==> config.mk <==
export PLATFORM = sky130hd
export DESIGN_NAME = i2c_pressure_sensor_poller
export DESIGN_NICKNAME = d
export VERILOG_FILES = /design/src/rtl/i2cpp_pkg.sv /design/src/rtl/i2cpp_cfg.sv /design/src/rtl/i2cpp_seq.sv /design/src/rtl/i2cpp_scale.sv /design/src/rtl/i2c_pressure_sensor_poller.sv
export SDC_FILE = /design/constraint.sdc
export NUM_CORES = 2
export LEC_CHECK = 0
export ABC_AREA = 1
export BUFFER_PORTS_ARGS = -buffer_cell sky130_fd_sc_hd__buf_4
export CORE_AREA = 2 2 360 362
export CTS_CLUSTER_DIAMETER = 150
export DETAILED_ROUTE_END_ITERATION = 10
export DIE_AREA = 0 0 362 364
export GPL_ROUTABILITY_DRIVEN = 1
export PLACE_DENSITY = 0.5
export SETUP_SLACK_MARGIN = 0.4
export SYNTH_ARGS = -nofsm -noshare
export SYNTH_HDL_FRONTEND = slang
export SYNTH_SLANG_ARGS = --single-unit
==> constraint.sdc <==
create_clock -name aclk -period 10.5 [get_ports aclk]
set_clock_uncertainty 0.15 [all_clocks]
set_input_delay 0 -clock aclk [delete_from_list [all_inputs] [get_ports aclk]]
set_output_delay 0 -clock aclk [all_outputs]
set_load 0.05 [all_outputs]
==> src/rtl/i2cpp_pkg.sv <==
// ----------------------------------------------------------------------------
// i2cpp_pkg
// Shared types and constants of the I2C pressure sensor poller.
// ----------------------------------------------------------------------------
package i2cpp_pkg;

    localparam int READ_BYTES = 4;

    localparam int RAW_W   = 24;
    localparam int PRESS_W = 20;
    localparam int GAIN_W  = 32;
    localparam int DIFF_W  = RAW_W + 1;
    localparam int PP_W    = DIFF_W + GAIN_W / 2 + 1;
    localparam int PROD_W  = DIFF_W + GAIN_W;
    localparam int SHIFT   = 24;
    localparam int Q_W     = PROD_W - SHIFT;

    localparam int S_TDATA_W = 8;
    localparam int M_TDATA_W = 56;

    localparam logic [1:0] LAST_BYTE = 2'(READ_BYTES - 1);

    // Configuration register indexes
    localparam logic [2:0] CFG_DEV_ADDR = 3'd0;
    localparam logic [2:0] CFG_MEAS_CMD = 3'd1;
    localparam logic [2:0] CFG_WAIT     = 3'd2;
    localparam logic [2:0] CFG_ZERO     = 3'd3;
    localparam logic [2:0] CFG_GAIN     = 3'd4;

    // Status codes
    localparam logic [1:0] WST_OK       = 2'd0;
    localparam logic [1:0] WST_ADDR_NAK = 2'd1;
    localparam logic [1:0] WST_CMD_NAK  = 2'd2;

    localparam logic signed [Q_W-1:0] Q_MAX = Q_W'(524287);
    localparam logic signed [Q_W-1:0] Q_MIN = -Q_W'(524288);

    typedef struct packed {
        logic [6:0]         device_address;
        logic [7:0]         measure_command;
        logic [23:0]        wait_ticks;
        logic signed [23:0] zero_code;
        logic [31:0]        gain_q32;
    } cfg_t;

    // Result of the bus sequencer for one word
    typedef struct packed {
        logic                   scl;
        logic                   sda;
        logic                   drv;
        logic                   busy;
        logic                   done;
        logic [1:0]             wstat;
        logic                   rstat;
        logic signed [RAW_W-1:0] raw;
    } seq_res_t;

    typedef struct packed {
        seq_res_t                  seq;
        logic signed [PRESS_W-1:0] pressure;
    } res_t;

endpackage

==> src/rtl/i2cpp_cfg.sv <==
// ----------------------------------------------------------------------------
// i2cpp_cfg
// Configuration register file, written through the index/data channel.
// ----------------------------------------------------------------------------
module i2cpp_cfg (
    input  logic               aclk,
    input  logic               aresetn,
    input  logic               cfg_valid,
    output logic               cfg_ready,
    input  logic [2:0]         cfg_index,
    input  logic [31:0]        cfg_data,
    output i2cpp_pkg::cfg_t    cfg
);
    import i2cpp_pkg::*;

    cfg_t cfg_reg;

    assign cfg_ready = 1'b1;
    assign cfg       = cfg_reg;

    always_ff @(posedge aclk) begin
        if (!aresetn) begin
            cfg_reg.device_address  <= 7'd120;
            cfg_reg.measure_command <= 8'd172;
            cfg_reg.wait_ticks      <= 24'd25000;
            cfg_reg.zero_code       <= 24'sd1677722;
            cfg_reg.gain_q32        <= 32'd640000;
        end else if (cfg_valid) begin
            case (cfg_index)
                CFG_DEV_ADDR: cfg_reg.device_address  <= cfg_data[6:0];
                CFG_MEAS_CMD: cfg_reg.measure_command <= cfg_data[7:0];
                CFG_WAIT:     cfg_reg.wait_ticks      <= cfg_data[23:0];
                CFG_ZERO:     cfg_reg.zero_code       <= $signed(cfg_data[23:0]);
                CFG_GAIN:     cfg_reg.gain_q32        <= cfg_data;
                default: ;
            endcase
        end
    end

endmodule

==> src/rtl/i2cpp_seq.sv <==
// ----------------------------------------------------------------------------
// i2cpp_seq
// Bus sequencer: one phase per tick, result held in the first pipe register.
// ----------------------------------------------------------------------------
module i2cpp_seq (
    input  logic                 aclk,
    input  logic                 aresetn,
    input  i2cpp_pkg::cfg_t      cfg,
    input  logic                 in_valid,
    output logic                 in_ready,
    input  logic                 command,
    input  logic                 sda_sample,
    output logic                 st1_valid,
    input  logic                 st1_ready,
    output i2cpp_pkg::seq_res_t  st1
);
    import i2cpp_pkg::*;

    typedef enum logic [25:0] {
        PH_IDLE     = 26'd1 << 0,
        PH_WSTART   = 26'd1 << 1,
        PH_WADDR_LO = 26'd1 << 2,
        PH_WADDR_HI = 26'd1 << 3,
        PH_WAACK_LO = 26'd1 << 4,
        PH_WAACK_HI = 26'd1 << 5,
        PH_WCMD_LO  = 26'd1 << 6,
        PH_WCMD_HI  = 26'd1 << 7,
        PH_WCACK_LO = 26'd1 << 8,
        PH_WCACK_HI = 26'd1 << 9,
        PH_WSTOP_A  = 26'd1 << 10,
        PH_WSTOP_B  = 26'd1 << 11,
        PH_WSTOP_C  = 26'd1 << 12,
        PH_WAIT     = 26'd1 << 13,
        PH_RSTART   = 26'd1 << 14,
        PH_RADDR_LO = 26'd1 << 15,
        PH_RADDR_HI = 26'd1 << 16,
        PH_RAACK_LO = 26'd1 << 17,
        PH_RAACK_HI = 26'd1 << 18,
        PH_RDATA_LO = 26'd1 << 19,
        PH_RDATA_HI = 26'd1 << 20,
        PH_MACK_LO  = 26'd1 << 21,
        PH_MACK_HI  = 26'd1 << 22,
        PH_RSTOP_A  = 26'd1 << 23,
        PH_RSTOP_B  = 26'd1 << 24,
        PH_RSTOP_C  = 26'd1 << 25
    } phase_t;

    phase_t      phase_reg,  phase_next;
    logic [2:0]  bit_reg,    bit_next;
    logic [1:0]  byte_reg,   byte_next;
    logic [7:0]  shift_reg,  shift_next;
    logic [23:0] raw_reg,    raw_next;
    logic [23:0] wait_reg,   wait_next;
    logic [1:0]  werr_reg,   werr_next;
    logic        rerr_reg,   rerr_next;
    logic        scl_reg,    scl_next;
    logic        sda_reg,    sda_next;
    logic        drv_reg,    drv_next;
    logic        done;
    logic        last;
    logic        accept;
    logic        st1_valid_reg, st1_valid_next;
    seq_res_t    st1_reg,    st1_next;

    assign in_ready  = !st1_valid_reg || st1_ready;
    assign accept    = in_valid && in_ready;
    assign last      = byte_reg == LAST_BYTE;
    assign st1_valid = st1_valid_reg;
    assign st1       = st1_reg;

    always_comb begin
        phase_next = phase_reg;
        bit_next   = bit_reg;
        byte_next  = byte_reg;
        shift_next = shift_reg;
        raw_next   = raw_reg;
        wait_next  = wait_reg;
        werr_next  = werr_reg;
        rerr_next  = rerr_reg;
        scl_next   = scl_reg;
        sda_next   = sda_reg;
        drv_next   = drv_reg;
        done       = 1'b0;
        if (command) begin
            if (phase_reg == PH_IDLE) begin
                raw_next   = '0;
                werr_next  = WST_OK;
                rerr_next  = 1'b0;
                bit_next   = '0;
                byte_next  = '0;
                phase_next = PH_WSTART;
            end
        end else begin
            case (phase_reg)
                PH_WSTART, PH_RSTART: begin
                    scl_next   = 1'b1;
                    sda_next   = 1'b0;
                    drv_next   = 1'b1;
                    shift_next = {cfg.device_address, phase_reg == PH_RSTART};
                    bit_next   = '0;
                    phase_next = (phase_reg == PH_RSTART) ? PH_RADDR_LO : PH_WADDR_LO;
                end
                PH_WADDR_LO, PH_WCMD_LO, PH_RADDR_LO: begin
                    scl_next = 1'b0;
                    sda_next = shift_reg[7];
                    drv_next = 1'b1;
                    case (phase_reg)
                        PH_WADDR_LO: phase_next = PH_WADDR_HI;
                        PH_WCMD_LO:  phase_next = PH_WCMD_HI;
                        default:     phase_next = PH_RADDR_HI;
                    endcase
                end
                PH_WADDR_HI, PH_WCMD_HI, PH_RADDR_HI: begin
                    scl_next   = 1'b1;
                    sda_next   = shift_reg[7];
                    drv_next   = 1'b1;
                    shift_next = {shift_reg[6:0], 1'b0};
                    bit_next   = bit_reg + 3'd1;
                    case (phase_reg)
                        PH_WADDR_HI:
                            phase_next = (bit_reg == 3'd7) ? PH_WAACK_LO : PH_WADDR_LO;
                        PH_WCMD_HI:
                            phase_next = (bit_reg == 3'd7) ? PH_WCACK_LO : PH_WCMD_LO;
                        default:
                            phase_next = (bit_reg == 3'd7) ? PH_RAACK_LO : PH_RADDR_LO;
                    endcase
                end
                PH_WAACK_LO, PH_WCACK_LO, PH_RAACK_LO, PH_RDATA_LO: begin
                    scl_next = 1'b0;
                    sda_next = 1'b1;
                    drv_next = 1'b0;
                    case (phase_reg)
                        PH_WAACK_LO: phase_next = PH_WAACK_HI;
                        PH_WCACK_LO: phase_next = PH_WCACK_HI;
                        PH_RAACK_LO: phase_next = PH_RAACK_HI;
                        default:     phase_next = PH_RDATA_HI;
                    endcase
                end
                PH_WAACK_HI: begin
                    scl_next = 1'b1;
                    sda_next = 1'b1;
                    drv_next = 1'b0;
                    if (sda_sample) begin
                        werr_next  = WST_ADDR_NAK;
                        phase_next = PH_WSTOP_A;
                    end else begin
                        shift_next = cfg.measure_command;
                        bit_next   = '0;
                        phase_next = PH_WCMD_LO;
                    end
                end
                PH_WCACK_HI: begin
                    scl_next = 1'b1;
                    sda_next = 1'b1;
                    drv_next = 1'b0;
                    if (sda_sample) begin
                        werr_next = WST_CMD_NAK;
                    end
                    phase_next = PH_WSTOP_A;
                end
                PH_WSTOP_A, PH_RSTOP_A: begin
                    scl_next   = 1'b0;
                    sda_next   = 1'b0;
                    drv_next   = 1'b1;
                    phase_next = (phase_reg == PH_RSTOP_A) ? PH_RSTOP_B : PH_WSTOP_B;
                end
                PH_WSTOP_B, PH_RSTOP_B: begin
                    scl_next   = 1'b1;
                    sda_next   = 1'b0;
                    drv_next   = 1'b1;
                    phase_next = (phase_reg == PH_RSTOP_B) ? PH_RSTOP_C : PH_WSTOP_C;
                end
                PH_WSTOP_C: begin
                    scl_next   = 1'b1;
                    sda_next   = 1'b1;
                    drv_next   = 1'b0;
                    wait_next  = cfg.wait_ticks;
                    phase_next = PH_WAIT;
                end
                PH_WAIT: begin
                    scl_next = 1'b1;
                    sda_next = 1'b1;
                    drv_next = 1'b0;
                    if (wait_reg <= 24'd1) begin
                        phase_next = PH_RSTART;
                    end else begin
                        wait_next = wait_reg - 24'd1;
                    end
                end
                PH_RAACK_HI: begin
                    scl_next = 1'b1;
                    sda_next = 1'b1;
                    drv_next = 1'b0;
                    if (sda_sample) begin
                        rerr_next  = 1'b1;
                        phase_next = PH_RSTOP_A;
                    end else begin
                        byte_next  = '0;
                        bit_next   = '0;
                        shift_next = '0;
                        phase_next = PH_RDATA_LO;
                    end
                end
                PH_RDATA_HI: begin
                    scl_next   = 1'b1;
                    sda_next   = 1'b1;
                    drv_next   = 1'b0;
                    shift_next = {shift_reg[6:0], sda_sample};
                    bit_next   = bit_reg + 3'd1;
                    if (bit_reg == 3'd7) begin
                        raw_next   = {raw_reg[15:0], shift_reg[6:0], sda_sample};
                        phase_next = PH_MACK_LO;
                    end else begin
                        phase_next = PH_RDATA_LO;
                    end
                end
                PH_MACK_LO: begin
                    scl_next   = 1'b0;
                    sda_next   = last;
                    drv_next   = 1'b1;
                    phase_next = PH_MACK_HI;
                end
                PH_MACK_HI: begin
                    scl_next = 1'b1;
                    sda_next = last;
                    drv_next = 1'b1;
                    if (last) begin
                        phase_next = PH_RSTOP_A;
                    end else begin
                        byte_next  = byte_reg + 2'd1;
                        shift_next = '0;
                        phase_next = PH_RDATA_LO;
                    end
                end
                PH_RSTOP_C: begin
                    scl_next   = 1'b1;
                    sda_next   = 1'b1;
                    drv_next   = 1'b0;
                    done       = 1'b1;
                    phase_next = PH_IDLE;
                end
                default: begin
                    scl_next   = 1'b1;
                    sda_next   = 1'b1;
                    drv_next   = 1'b0;
                    phase_next = PH_IDLE;
                end
            endcase
        end
    end

    always_comb begin
        st1_next.scl   = scl_next;
        st1_next.sda   = sda_next;
        st1_next.drv   = drv_next;
        st1_next.busy  = phase_next != PH_IDLE;
        st1_next.done  = done;
        st1_next.wstat = done ? werr_next : WST_OK;
        st1_next.rstat = done && rerr_next;
        st1_next.raw   = done ? $signed(raw_next) : '0;
        if (accept) begin
            st1_valid_next = 1'b1;
        end else if (st1_ready) begin
            st1_valid_next = 1'b0;
        end else begin
            st1_valid_next = st1_valid_reg;
        end
    end

    always_ff @(posedge aclk) begin
        if (!aresetn) begin
            phase_reg     <= PH_IDLE;
            bit_reg       <= '0;
            byte_reg      <= '0;
            shift_reg     <= '0;
            raw_reg       <= '0;
            wait_reg      <= '0;
            werr_reg      <= WST_OK;
            rerr_reg      <= 1'b0;
            scl_reg       <= 1'b1;
            sda_reg       <= 1'b1;
            drv_reg       <= 1'b0;
            st1_valid_reg <= 1'b0;
        end else begin
            st1_valid_reg <= st1_valid_next;
            if (accept) begin
                phase_reg <= phase_next;
                bit_reg   <= bit_next;
                byte_reg  <= byte_next;
                shift_reg <= shift_next;
                raw_reg   <= raw_next;
                wait_reg  <= wait_next;
                werr_reg  <= werr_next;
                rerr_reg  <= rerr_next;
                scl_reg   <= scl_next;
                sda_reg   <= sda_next;
                drv_reg   <= drv_next;
            end
        end
    end

    always_ff @(posedge aclk) begin
        if (accept) begin
            st1_reg <= st1_next;
        end
    end

    a_done_not_busy: assert property (@(posedge aclk) disable iff (!aresetn)
        st1_valid_reg && st1_reg.done |-> !st1_reg.busy)
        else $error("completion word still marked busy");

    a_released_high: assert property (@(posedge aclk) disable iff (!aresetn)
        st1_valid_reg && !st1_reg.drv |-> st1_reg.sda)
        else $error("released data line not reported high");

    a_status_only_on_done: assert property (@(posedge aclk) disable iff (!aresetn)
        st1_valid_reg && !st1_reg.done |->
            st1_reg.wstat == WST_OK && !st1_reg.rstat && st1_reg.raw == '0)
        else $error("status fields set outside completion word");

    a_start_only_idle: assert property (@(posedge aclk) disable iff (!aresetn)
        accept && command && phase_reg != PH_IDLE |=> $stable(phase_reg))
        else $error("start taken while busy");

endmodule

==> src/rtl/i2cpp_scale.sv <==
// ----------------------------------------------------------------------------
// i2cpp_scale
// Two-stage pressure scaling: split multiply, then sum, shift and saturate.
// ----------------------------------------------------------------------------
module i2cpp_scale (
    input  logic                aclk,
    input  logic                aresetn,
    input  i2cpp_pkg::cfg_t     cfg,
    input  logic                st1_valid,
    output logic                st1_ready,
    input  i2cpp_pkg::seq_res_t st1,
    output logic                out_valid,
    input  logic                out_ready,
    output i2cpp_pkg::res_t     res
);
    import i2cpp_pkg::*;

    logic                     v2_reg, v3_reg;
    logic                     ready2, ready3;
    seq_res_t                 st2_reg;
    logic signed [PP_W-1:0]   pp_lo_reg, pp_hi_reg;
    logic signed [DIFF_W-1:0] diff;
    logic signed [PROD_W-1:0] prod;
    logic signed [Q_W-1:0]    q;
    logic signed [PRESS_W-1:0] sat;
    res_t                     res_reg;

    assign ready3    = !v3_reg || out_ready;
    assign ready2    = !v2_reg || ready3;
    assign st1_ready = ready2;
    assign out_valid = v3_reg;
    assign res       = res_reg;

    // Stage 2: offset removal and two half-width partial products
    assign diff = DIFF_W'(st1.raw) - DIFF_W'(cfg.zero_code);

    // Stage 3: recombine, floor shift, clamp
    assign prod = (PROD_W'(pp_hi_reg) <<< (GAIN_W / 2)) + PROD_W'(pp_lo_reg);
    assign q    = Q_W'(prod >>> SHIFT);

    always_comb begin
        if (q > Q_MAX) begin
            sat = PRESS_W'(Q_MAX);
        end else if (q < Q_MIN) begin
            sat = PRESS_W'(Q_MIN);
        end else begin
            sat = q[PRESS_W-1:0];
        end
    end

    always_ff @(posedge aclk) begin
        if (!aresetn) begin
            v2_reg <= 1'b0;
            v3_reg <= 1'b0;
        end else begin
            if (ready2) begin
                v2_reg <= st1_valid;
            end
            if (ready3) begin
                v3_reg <= v2_reg;
            end
        end
    end

    always_ff @(posedge aclk) begin
        if (ready2 && st1_valid) begin
            st2_reg   <= st1;
            pp_lo_reg <= diff * $signed({1'b0, cfg.gain_q32[GAIN_W/2-1:0]});
            pp_hi_reg <= diff * $signed({1'b0, cfg.gain_q32[GAIN_W-1:GAIN_W/2]});
        end
        if (ready3 && v2_reg) begin
            res_reg.seq      <= st2_reg;
            res_reg.pressure <= st2_reg.done ? sat : '0;
        end
    end

    a_pressure_only_on_done: assert property (@(posedge aclk) disable iff (!aresetn)
        v3_reg && !res_reg.seq.done |-> res_reg.pressure == '0)
        else $error("pressure set outside completion word");

    a_stage_moves: assert property (@(posedge aclk) disable iff (!aresetn)
        v2_reg && ready3 |=> v3_reg)
        else $error("middle stage word lost");

    a_stall_holds: assert property (@(posedge aclk) disable iff (!aresetn)
        v2_reg && !ready3 |=> v2_reg && $stable(st2_reg))
        else $error("middle stage overwritten while stalled");

endmodule

==> src/rtl/i2c_pressure_sensor_poller.sv <==
// ----------------------------------------------------------------------------
// i2c_pressure_sensor_poller
// I2C master that runs one pressure measurement per start word and scales it.
// ----------------------------------------------------------------------------
// Usage:
//   Slave side (s_): one word per tick or command. s_tuser[0] = 1 starts a
//   measurement cycle (ignored while busy); 0 is a half-bit tick that carries
//   the sampled data line in s_tdata[0].
//   Master side (m_): exactly one result word per input word, in order, with
//   the clock/data line levels to drive, busy/done flags, and on the
//   completion word the write/read status, raw code and scaled pressure.
//   Configuration: cfg_index selects device address, command byte, wait
//   ticks, zero code or gain; other indexes are dropped. cfg_ready is always
//   high. Write only while no word is in flight.
// Throughput: one word per cycle while m_tready keeps the pipe moving; the
//   sequencer advances one bus phase per tick with no stall of its own.
// Pipeline: an accepted word passes the sequencer register, the
//   partial-product register and the output register, then shows on m_tvalid.
// Reset: aresetn low clears the sequencer to idle (lines released high) and
//   empties the pipe; configuration returns to its power-on values.
// Stalls: with m_tready low the output register holds; the two stages ahead
//   of it keep filling, then s_tready drops until space frees up.
// ----------------------------------------------------------------------------
module i2c_pressure_sensor_poller (
    input  logic                              aclk,
    input  logic                              aresetn,
    // Slave side
    input  logic                              s_tvalid,
    output logic                              s_tready,
    input  logic [i2cpp_pkg::S_TDATA_W-1:0]   s_tdata,   // [0] sda_sample, [7:1] zero
    input  logic                              s_tuser,   // [0] command
    // Master side
    output logic                              m_tvalid,
    input  logic                              m_tready,
    output logic [i2cpp_pkg::M_TDATA_W-1:0]   m_tdata,   // [0] scl_level, [1] sda_level,
                                                         // [2] sda_drive, [3] busy_res,
                                                         // [4] done_res,
                                                         // [6:5] write_status,
                                                         // [7] read_status,
                                                         // [31:8] raw_value,
                                                         // [51:32] pressure,
                                                         // [55:52] zero
    // Configuration
    input  logic                              cfg_valid,
    output logic                              cfg_ready,
    input  logic [2:0]                        cfg_index,
    input  logic [31:0]                       cfg_data
);
    import i2cpp_pkg::*;

    cfg_t     cfg;
    logic     st1_valid;
    logic     st1_ready;
    seq_res_t st1;
    res_t     res;

    // Hold configuration registers
    i2cpp_cfg u_cfg (
        .aclk      (aclk),
        .aresetn   (aresetn),
        .cfg_valid (cfg_valid),
        .cfg_ready (cfg_ready),
        .cfg_index (cfg_index),
        .cfg_data  (cfg_data),
        .cfg       (cfg)
    );

    // Advance the bus sequencer one phase per accepted tick
    i2cpp_seq u_seq (
        .aclk       (aclk),
        .aresetn    (aresetn),
        .cfg        (cfg),
        .in_valid   (s_tvalid),
        .in_ready   (s_tready),
        .command    (s_tuser),
        .sda_sample (s_tdata[0]),
        .st1_valid  (st1_valid),
        .st1_ready  (st1_ready),
        .st1        (st1)
    );

    // Scale raw code to pressure behind the sequencer
    i2cpp_scale u_scale (
        .aclk      (aclk),
        .aresetn   (aresetn),
        .cfg       (cfg),
        .st1_valid (st1_valid),
        .st1_ready (st1_ready),
        .st1       (st1),
        .out_valid (m_tvalid),
        .out_ready (m_tready),
        .res       (res)
    );

    // Pack the result word, last field in the lowest bits
    assign m_tdata = {4'b0000,
                      res.pressure,
                      res.seq.raw,
                      res.seq.rstat,
                      res.seq.wstat,
                      res.seq.done,
                      res.seq.busy,
                      res.seq.drv,
                      res.seq.sda,
                      res.seq.scl};

endmodule

==> results by group <==
Floorplan
  • Starting density of the core: 37.6%
  • Ports: 108
  • Row count: 132
  • Core footprint: roughly 130000 um2
  • Die W: 362 um
  • Die area: 132000 um2
  • Die height: 364 um

GRT
  • Global-route wire length before repair: between 200 and 250 mm
  • Initial antenna violation count: 0
  • Largest net degree at the start of global routing: 70
  • Gr ovfl total: 0
  • Number of global-route vias before repair: 40200
  • Gr usage total: 24.1%

Yosys
  • Main flop type after synthesis: dfxtp_1
  • Async S/R FF share, synth: 0%
  • Yosys top cell by area: fa_1
  • Syn Inst Count: 5981
  • Yosys reg bits: 374
  • Synth Area per Inst: 8.06 um2
  • Synth warnings: 0
  • Area share of the largest cell type after synthesis: 32.2%
  • Area contributors post-synth: fa_1 (32%), edfxtp_1 (11%), inv_1 (10%)
  • Sequential share of the synthesized area: 19.3%
  • Synth unique cells: 61
  • Post-synth EDFFs: 183
  • Mapped cell area: 48200 um2

Pwr
  • Gate power share: 72.0%
  • Tot Pwr: 13.8 mW
  • P_leak: approximately 26 nW
  • Cell-internal power: 6.51 mW
  • Sw Ratio: 53.0%
  • Clock Power Share: 11.7%
  • Share of power burned in registers: 16.2%
  • Net Switching: 7.33 mW
  • Peak VDD IR: around 0.18 mV
  • Power per Cell Area: 262 nW/um2

CTS
  • Number of gates resized after CTS: 0
  • CTS Buf Count: between 40 and 50
  • CTS tree: done
  • Clock sinks: 374
  • Clock root buffer: clkbuf_16
  • Clock Latency Late Sink: 660 ps
  • Buffer depth of the longest clock path: 3
  • H-tree Lvls: 2
  • CTS clk-pin slew, worst paths: 60 ps
  • Postcts setup bufs: 0

Routing
  • WL per Instance: 20.1 um
  • DRT iter0 DRCs: 2813
  • Vias/cell: about 5.1
  • Drt drc: 0
  • DRT Wirelength: 156 mm
  • Post-route ant nets: 0
  • Detailed-route via count: 39200
  • TritonRoute pass-1 iters: 5

Timing
  • Final Hold Viols: 0
  • Final hold slack: 52.2 ps
  • Max-slew headroom: 26.2%
  • Worst Tran Pin Value: 1100 ps
  • Post-route minimum period: 8990 ps
  • Endpoints failing setup: 0
  • RSZ-0062 raised after global routing: false
  • Setup_tns: 0 ps
  • Final period utilization: 85.6%
  • F_max: 111 MHz
  • Max-slew violations: 0
  • Setup ws final: ~1500 ps

Placement
  • I/O Buffers: 95
  • Placed Instances: 7598
  • Placer Congestion: 0.911
  • Detail Placement HPWL: 122 mm
  • Pre-CTS setup slack: roughly 1600 ps

Finish
  • Non-Filler Instances: ~7700
  • Final #Nets: between 7000 and 8000
  • Synthesis-to-finish area growth: 9.66%
  • Max reg flops: 95
  • Share of layout cells above drive strength 1: 5.40%

Setup path
  • Crit-path max cell delay: around 630 ps
  • Critical path's slowest cell: inv_1
  • Most used cell, CP: inv_1
  • R2R cell count: 32
  • Crit. End Element: register
  • Crit start category: register
  • CP arrival: 9190 ps
  • WP data required: about 11000 ps
  • Critical path type: register to register
  • Worst Path Max Fanout: 12

Outcome
  • Run status: finished clean

Hold path
  • Worst min-delay path class: primary input to register
  • Hold path depth: 4

Job
  • Max Cap Viol: 0
[timing repair]
action / CTS / global route
hold buffers: 68 / 0
hold endpoints to repair: 128 / 0
endpoints found under the setup margin: 0 / 0
[area by class of cell]
cell class / instances / area [um2]
Sequential cell: 374 / 9320
Clock buffer: 60 / 1240
Inverter: 1357 / 5100
Multi-Input combinational cell: 4019 / 32900
Timing Repair Buffer: 241 / 1980
Clock inverter: 21 / 290
Fill cell: 13200 / 75500
Tap cell: 1675 / 2100
Antenna cell: 1 / 2.50
[routing by layer]
layer / global-route usage, % / wire length [um] / up-vias
met2: 39.8 / 71900 / 1190
met5: 0 / 0 / -
li1: - / - / 18400
met4: 7.27 / 5240 / 0
met1: 32.6 / 68800 / 19400
met3: 3.79 / 9750 / 230
[worst max-delay path, delay by kind of cell, from the launching register on]
family | cells | cell delay, ps
AOI/OAI and AO/OA | 7 | 1590
DFF | 1 | 460
adders and majority gates | 8 | 3780
xor gates and xnor gates | 1 | 150
buffers and inverters | 8 | 1370
and+or+nand+nor | 8 | 1160
[power by group through the flow]
stage	clock, mW	combinational (mW)	sequential, mW
finish	1.62	9.97	2.25
global route	1.73	11.3	2.26
CTS	1.67	9.92	2.26
detailed placement	0	9.85	2.28
global placement	0	9.82	2.29
floorplan	0	6.97	2.22
[final timing paths]
kind / startpoint / end / slack (ps)
worst max-delay path: u_seq.st1[2] / u_scale.pp_lo_reg[38] / 1510
worst min-delay path: cfg_data[15] / u_cfg.cfg[71] / 50
worst max register to register: u_seq.st1[2] / u_scale.pp_lo_reg[38] / 1510
worst min register to register: u_scale.st2_reg[25] / u_scale.res[45] / 270
[Yosys cell counts (all sizes together), types with 42 or more instances]
cell	instances
ha	269
fa	776
xor2	72
o211ai	48
edfxtp	183
inv	1339
xnor2	49
nor3	42
nand3	280
nor2	664
clkbuf	180
dfxtp	191
o21ai	228
nand2	1063
a21oi	323
buf	54
[placed cells by master (no fill, tap or decap), drive strengths merged, types with 3 or more instances in the layout]
master | netlist | layout
nor3 | 42 | 42
a21o | 9 | 9
or2 | 20 | 20
a221oi | 3 | 3
a211oi | 9 | 9
o211ai | 48 | 48
buf | 54 | 173
a21boi | 4 | 4
o221ai | 12 | 12
o21ai | 228 | 228
a31oi | 27 | 27
o2111ai | 5 | 5
o21a | 16 | 16
a21oi | 323 | 323
xor2 | 72 | 72
nand3 | 280 | 280
o21bai | 10 | 10
edfxtp | 183 | 183
bufinv | 0 | 4
inv | 1339 | 1341
dfxtp | 191 | 191
fa | 776 | 776
clkbuf | 180 | 60
nor2 | 664 | 664
dlygate4sd3 | 0 | 68
ha | 269 | 269
nand2 | 1063 | 1063
xnor2 | 49 | 49
clkinv | 18 | 33
o31ai | 5 | 5
nand3b | 8 | 8
nand4 | 31 | 31
nor4 | 27 | 27
conb | 2 | 5
[kinds of logic after synthesis]
kind of cell             synth area share, %
AO/OA/AOI/OAI                           8.18
buffers and inverters                   12.6
XOR/XNOR                                2.21
adder cells (fa/ha/maj)                 39.2
other                                 0.0156
AND/OR/NAND/NOR                         18.5
flip-flops                              19.3
[metrics by stage]
| stage | area, um2 | utilization [%] |
|---|---|---|
| after floorplan | 48200 | - |
| after global routing | 52900 | 41.2 |
| after detailed placement | 50700 | 39.5 |
| after CTS | 52900 | 41.2 |
| after global placement | 50700 | 39.5 |
| final | 52900 | 41.2 |
(Power assumes the default switching activity.)
